--- src/rtl/core/energy_covariance_propagation_defines.svh ---
// Assertion macros shared by the energy covariance propagation RTL.
// Needs nothing else; included by the files that carry assertions.
`ifndef ENERGY_COVARIANCE_PROPAGATION_DEFINES_SVH
`define ENERGY_COVARIANCE_PROPAGATION_DEFINES_SVH

// Check that a property holds at every clock edge outside reset
`define ECP_ASSERT(label, clk, rstn, prop, msg) \
  label: assert property (@(posedge clk) disable iff (!rstn) (prop)) else $error(msg);

// Check that a consequent holds in the same cycle as its antecedent
`define ECP_ASSERT_IMPLY(label, clk, rstn, ante, cons, msg) \
  label: assert property (@(posedge clk) disable iff (!rstn) (ante) |-> (cons)) else $error(msg);

`endif

--- src/rtl/core/ecp_sqrt.sv ---
// Pipelined integer square root, one result bit per stage, 64-bit radicand.
// No dependencies; carries a side payload in step with the root.
`timescale 1ns / 1ps

module ecp_sqrt #(
  parameter int PW = 8
) (
  input  logic          clk_i,
  input  logic          rst_ni,
  input  logic          en_i,
  input  logic          valid_i,
  input  logic [63:0]   s_i,
  input  logic [PW-1:0] pay_i,
  output logic          valid_o,
  output logic [31:0]   root_o,
  output logic [PW-1:0] pay_o
);

  localparam int RW = 32;
  localparam int SW = 2 * RW;

  logic [SW-1:0] rem_s [RW+1];
  logic [SW-1:0] res_s [RW+1];
  logic          vld_s [RW+1];
  logic [PW-1:0] pay_s [RW+1];

  assign rem_s[0] = s_i;
  assign res_s[0] = '0;
  assign vld_s[0] = valid_i;
  assign pay_s[0] = pay_i;

  for (genvar k = 0; k < RW; k++) begin : g_stage
    localparam logic [SW-1:0] BitK = SW'(1) << (2 * (RW - 1 - k));
    logic [SW-1:0] trial;
    logic          take;
    logic [SW-1:0] rem_q, res_q;
    logic          vld_q;
    logic [PW-1:0] pay_q;

    // Try the next root bit against the remaining radicand
    assign trial = res_s[k] + BitK;
    assign take  = (rem_s[k] >= trial);

    always_ff @(posedge clk_i or negedge rst_ni) begin
      if (!rst_ni) begin
        vld_q <= 1'b0;
      end else if (en_i) begin
        vld_q <= vld_s[k];
      end
    end

    always_ff @(posedge clk_i) begin
      if (en_i) begin
        rem_q <= take ? (rem_s[k] - trial) : rem_s[k];
        res_q <= take ? ((res_s[k] >> 1) + BitK) : (res_s[k] >> 1);
        pay_q <= pay_s[k];
      end
    end

    assign rem_s[k+1] = rem_q;
    assign res_s[k+1] = res_q;
    assign vld_s[k+1] = vld_q;
    assign pay_s[k+1] = pay_q;
  end

  assign valid_o = vld_s[RW];
  assign root_o  = res_s[RW][RW-1:0];
  assign pay_o   = pay_s[RW];

endmodule

--- config.mk ---
export PLATFORM = sky130hd
export DESIGN_NAME = ecp_sqrt
export DESIGN_NICKNAME = d
export VERILOG_FILES = /design/src/rtl/core/energy_covariance_propagation_defines.svh /design/src/rtl/core/ecp_sqrt.sv
export SDC_FILE = /design/constraint.sdc
export NUM_CORES = 2
export LEC_CHECK = 0
export BUFFER_PORTS_ARGS = -buffer_cell sky130_fd_sc_hd__buf_2
export CAP_MARGIN = 5
export CORE_MARGIN = 2
export CORE_UTILIZATION = 50
export DETAILED_ROUTE_END_ITERATION = 10
export GPL_TIMING_DRIVEN = 0
export PLACE_DENSITY = 0.69
export SYNTH_ARGS = -nofsm -noshare
export SYNTH_HDL_FRONTEND = slang
export SYNTH_SLANG_ARGS = --single-unit
--- constraint.sdc ---
create_clock -name clk_i -period 3.5 [get_ports clk_i]
set_input_delay 0.525 -clock clk_i [delete_from_list [all_inputs] [get_ports clk_i]]
set_output_delay 0.525 -clock clk_i [all_outputs]
set_load 0.01 [all_outputs]
* Word-level counts from Yosys, hierarchy flattened
Cells that the tools add are included.
Widths: inputs -> output; s select.
** Storage, ports and cells
- Flip-flop bits (word level) :: 4288
- Input port bits :: 76
- Output and inout port bits :: 41
- Logic and storage cells :: 345
** Operators by class
- Add/sub/neg operators :: 93
- Magnitude comparators :: 32
- Mux-type cells :: 63
** Operators by type and width (count)
- $ge 64x64->1 :: 31
- $mux 64 :: 31
- $mux 63 :: 31
- $sub 64x64->64 :: 30
- $add 63x11->64 const B :: 1
- $add 63x13->64 const B :: 1
- $add 63x15->64 const B :: 1
- $add 63x17->64 const B :: 1
- $add 63x19->64 const B :: 1
- $add 63x21->64 const B :: 1
- $add 63x23->64 const B :: 1
- $add 63x25->64 const B :: 1
- $add 63x27->64 const B :: 1
- $add 63x29->64 const B :: 1
- $add 63x3->64 const B :: 1
- $add 63x31->64 const B :: 1
- $add 63x33->64 const B :: 1
- $add 63x35->64 const B :: 1
- $add 63x37->64 const B :: 1
- $add 63x39->64 const B :: 1
- $add 63x41->64 const B :: 1
- $add 63x43->64 const B :: 1
- $add 63x45->64 const B :: 1
- $add 63x47->64 const B :: 1
- 45 further kinds :: 45

* Depth between registers and ports, before layout
- Word-level depth :: 3
- Gate-level depth with buffers :: 15
- Gate-level depth less buffers :: 12

* Least setup slack after synthesis
No wires, ideal clock.
- Kind :: register to register
- Start :: register g_stage[18].rem_q[29]
- End :: register g_stage[19].rem_q[62], data pin
- Setup time :: 0.258 ns
- Arrival time :: 3.308 ns
- Required time :: 3.242 ns
- Setup slack :: -0.066 ns
- Stages on the path, launching flop included :: 12
- Cell sequence :: edfxtp_1 ha_1 a21o_1 or3_1 o221a_2 a221o_1 a221oi_2 o22ai_1 o31a_1 clkbuf_1 or3_1 xnor2_1
** Between the ends
- Cells in the longest elaborated chain, start to end :: 2
** RTL lines
- start: declaration :: line ecp_sqrt.sv:36 : logic [SW-1:0] rem_q, res_q;
- start signal: assignment :: line ecp_sqrt.sv:54 : rem_q <= take ? (rem_s[k] - trial) : rem_s[k];
- $sub 64x64->64 or $ge 64x64->1 (tied branches) :: line ecp_sqrt.sv:54, ecp_sqrt.sv:42
- $mux 64 (*) :: line ecp_sqrt.sv:54
- end signal: assignment :: line ecp_sqrt.sv:54
- end: declaration :: line ecp_sqrt.sv:36
Every way passes the cells marked *; elsewhere a longest branch is shown, timed or not.
A chain may end at the register's enable or synchronous reset.

* Worst setup path in the final report
- Start :: register g_stage[22].res_q[32]
- End :: register g_stage[23].rem_q[57], data pin
** Between the ends
- Cells in the longest elaborated chain, start to end :: 3
** RTL lines
- start: declaration :: line ecp_sqrt.sv:36
- start signal: assignment :: line ecp_sqrt.sv:55 : res_q <= take ? ((res_s[k] >> 1) + BitK) : (res_s[k] >> 1);
- $add 64x17->64 (*) :: line ecp_sqrt.sv:41 : assign trial = res_s[k] + BitK;
- $sub 64x64->64 or $ge 64x64->1 (tied branches) :: line ecp_sqrt.sv:54, ecp_sqrt.sv:42
- $mux 64 (*) :: line ecp_sqrt.sv:54
- end signal: assignment :: line ecp_sqrt.sv:54
- end: declaration :: line ecp_sqrt.sv:36
Marks and branches as above.

==> results.toml <==
[power]
internal-power_mw = 70.2
p_sw_mw = 30.0
p_sw_share_pct = 29.9
peakVddDrop_v = 0.000475
clkPwrFrac_pct = 31.6
p_seq_share_pct = 45.9
p_leak_nw = 56.6
p_per_area_nw_per_um2 = 657
pwr-share-comb_pct = 22.5

[final_layout]
final_util_pct = 58.8
final_common_cell = "edfxtp_1"
synthToLayoutAreaGrowth_pct = 17.0
final_nets = 11400
final_cell_mix = "edfxtp_1 (2768), inv_1 (701), nor2_1 (701)"
finalInstanceArea_um2 = 152000
drive_gt1_share_pct = 14.8

[sta]
fmax_ghz = 0.275
hold_viol_final = 0
fin_crit_ns = 3.64
setup_viol = 40
relSlewSlack_pct = 25.9
drv_slew = 0
tightest_slew_ns = 1.11
clock_skew_ns = 0.0622
rsz0062_at_grt = "yes"
tns_ns = -2.13
postLayoutSetupSlackWorst_ns = -0.142
fin_crit_sh_pct = 104

[critical_path]
reg2reg_depth = 12
critPathLaunchType = "flop"
critPathKind = "flop to flop"
path_max_fanout = 3
worst_setup_path_end_kind = "flop"
cp.required_ns = 4.09
cp.arrival_ns = 4.23

[clocking]
clock-sinks = 2800
clkSlewWorstSetupHoldPaths_ns = 0.06
numCtsBuffers = 302
cts_max_level = 5
cts_tree = "built"
cts-root-buf = "clkbuf_16"
clkLatencyLatePin_ns = 0.90
max-clock-path-buffers = 4

[synthesis]
yosysWarnings = 0
syn_avg_cell_area_um2 = 12.9
synth-async-reset-ratio_pct = 1.14
syn_area_um2 = 130000
ys_ff_latch = 2800
syn-num-nets = 10700
synth_edf_count = 2768
yosysSeqAreaShare_pct = 64.4
post_synth_inst_count = 10100
ys.flop_type = "edfxtp_1"
synth.distinct_cells = 96

[die]
initial_core_util_pct = 50.3
core-area_um2 = 259000
num_rows = 187
dieArea_um2 = 265000
die_w_um = 514
ios = 117
die_h_um = 514

[drt]
post_drt_wl_per_cell_um = 23.8
vias_per_cell = 5.81
first_pass_iters = 6
topRoutingLayerUsed = "met5"
drt-initial-drc-count = 7322
met1_length_mm = 133
wl_met3_mm = 18.6
dr_wl_met2_mm = 175
drc = 0
wl_mm = 343
ant_nets = 0
vias = 83700

[global_routing]
grt_usage_pct = 25.4
grt_max_degree = 194
grt-ovfl-total = 0
antenna_found_initial = 18
grt_first_pass_wirelength_mm = 509
grt_pass1_vias = 83800

[placement]
dp_hpwl_mm = 256
gp_congestion = 0.946
io_buffers = 116
placed_area_um2 = 136000

[outcome]
violations = "setup timing"
status = "finished with violations"

[job]
maxCapViolCount = 0

[hold_path]
hold_path_class = "primary input to flop"
hold_depth = 3
-- kinds of logic after synthesis --
logic type	share of synthesized area, %
xor+xnor	5.97
flops	64.4
buf+inv	2.66
simple gates	11.7
fa+ha+maj	5.36
compound gates	8.85
mux	1.06
-- final cells by class --
cell class	instances	area, um2
Timing Repair Buffer	443	3890
Antenna cell	5	12.5
Inverter	713	2700
Sequential cell	2800	83900
Multi-Input combinational cell	6373	46900
Tap cell	3402	4260
Clock inverter	178	1860
Clock buffer	356	7890
Buffer	137	1000
Fill cell	20300	107000
-- layer usage --
metal / up-vias / track usage, %
met2: 2633 / 45.2
met3: 751 / 3.62
met1: 41000 / 30.8
met4: 2 / 10.8
li1: 39300 / -
met5: - / 0
-- state kept, by name, summed over array words and instances, names as in the netlist --
register	cells
valid_o	1
g_stage.vld_q	31
g_stage.rem_q	1984
pay_o	8
g_stage.pay_q	248
g_stage.res_q	528
-- synth_stat cells (all sizes together), types with 50 or more instances --
| cell type | n | area [um2] |
|---|---|---|
| edfxtp | 2768 | 83100 |
| nor2 | 737 | 2770 |
| a21o | 203 | 1520 |
| clkbuf | 178 | 668 |
| ha | 558 | 6980 |
| nor3 | 269 | 1350 |
| xnor2 | 482 | 4220 |
| nand2 | 562 | 2110 |
| a21oi | 721 | 3610 |
| or3 | 94 | 598 |
| inv | 712 | 2670 |
| a31oi | 50 | 313 |
| nand3 | 162 | 811 |
| o21ai | 383 | 1920 |
| nand4 | 175 | 1090 |
| or4 | 82 | 623 |
| mux2 | 114 | 1280 |
| nand2b | 96 | 601 |
| xor2 | 406 | 3560 |
| o21bai | 66 | 495 |
| nor2b | 88 | 551 |
| o21a | 92 | 691 |
| nor4 | 341 | 2160 |
| nor4b | 56 | 509 |
-- worst max-delay path: stages, from the launching register on --
cell and delay [ns]:
edfxtp_1 0.40, inv_1 0.10, ha_4 0.28, nand4_1 0.15
or4_4 0.45, or3_4 0.43, nor4_4 0.28, nor2_2 0.09
o21ai_4 0.08, nand4_1 0.17, buf_4 0.25, nor3b_4 0.26
xor2_4 0.44
-- repair_timing --
action / CTS / global route
hold endpoints to repair: 104 / 0
pin swaps: 113 / 132
gates cloned: 6 / 3
resized for setup: 626 / 389
hold buffers: 73 / 0
setup endpoints to repair: 1062 / 874
buffers inserted: 142 / 83
-- worst paths after layout --
check	endpoint	slack, ns	startpoint
worst max-delay path	g_stage[23].rem_q[57]$_DFFE_PP_	-0.14	g_stage[22].res_q[32]$_DFFE_PP_
worst min-delay path	g_stage[0].rem_q[62]$_DFFE_PP_	0.07	s_i[62]
worst max register to register	g_stage[23].rem_q[57]$_DFFE_PP_	-0.14	g_stage[22].res_q[32]$_DFFE_PP_
worst min register to register	g_stage[20].pay_q[7]$_DFFE_PP_	0.40	g_stage[19].pay_q[7]$_DFFE_PP_
max in group asynchronous	g_stage[15].vld_q$_DFFE_PN0P_	2.82	rst_ni
min in group asynchronous	g_stage[14].vld_q$_DFFE_PN0P_	0.22	rst_ni
-- power by group through the flow --
stage | clock [mW] | combinational, mW | sequential, mW
2_1_floorplan | 0 | 14.1 | 44.7
3_3_place_gp | 0 | 16.6 | 47.4
3_5_place_dp | 0 | 19.7 | 46.5
4_1_cts | 32.3 | 21.4 | 45.9
5_1_grt | 33.4 | 24.7 | 46.4
6_report | 31.6 | 22.5 | 46.0
-- through the flow --
step           total power [mW]  setup slack (ns)  instances  hold WS [ns]
5_1_grt                     104            -0.276      14400        0.0574
6_report                    100            -0.142      14400        0.0668
2_1_floorplan              58.8           0.00600      10100         0.229
4_1_cts                    99.5            -0.185      14300       0.00878
3_3_place_gp               64.0            -40.29      13600         0.401
3_5_place_dp               66.3             -2.00      13600         0.405
(Power assumes the default switching activity.)
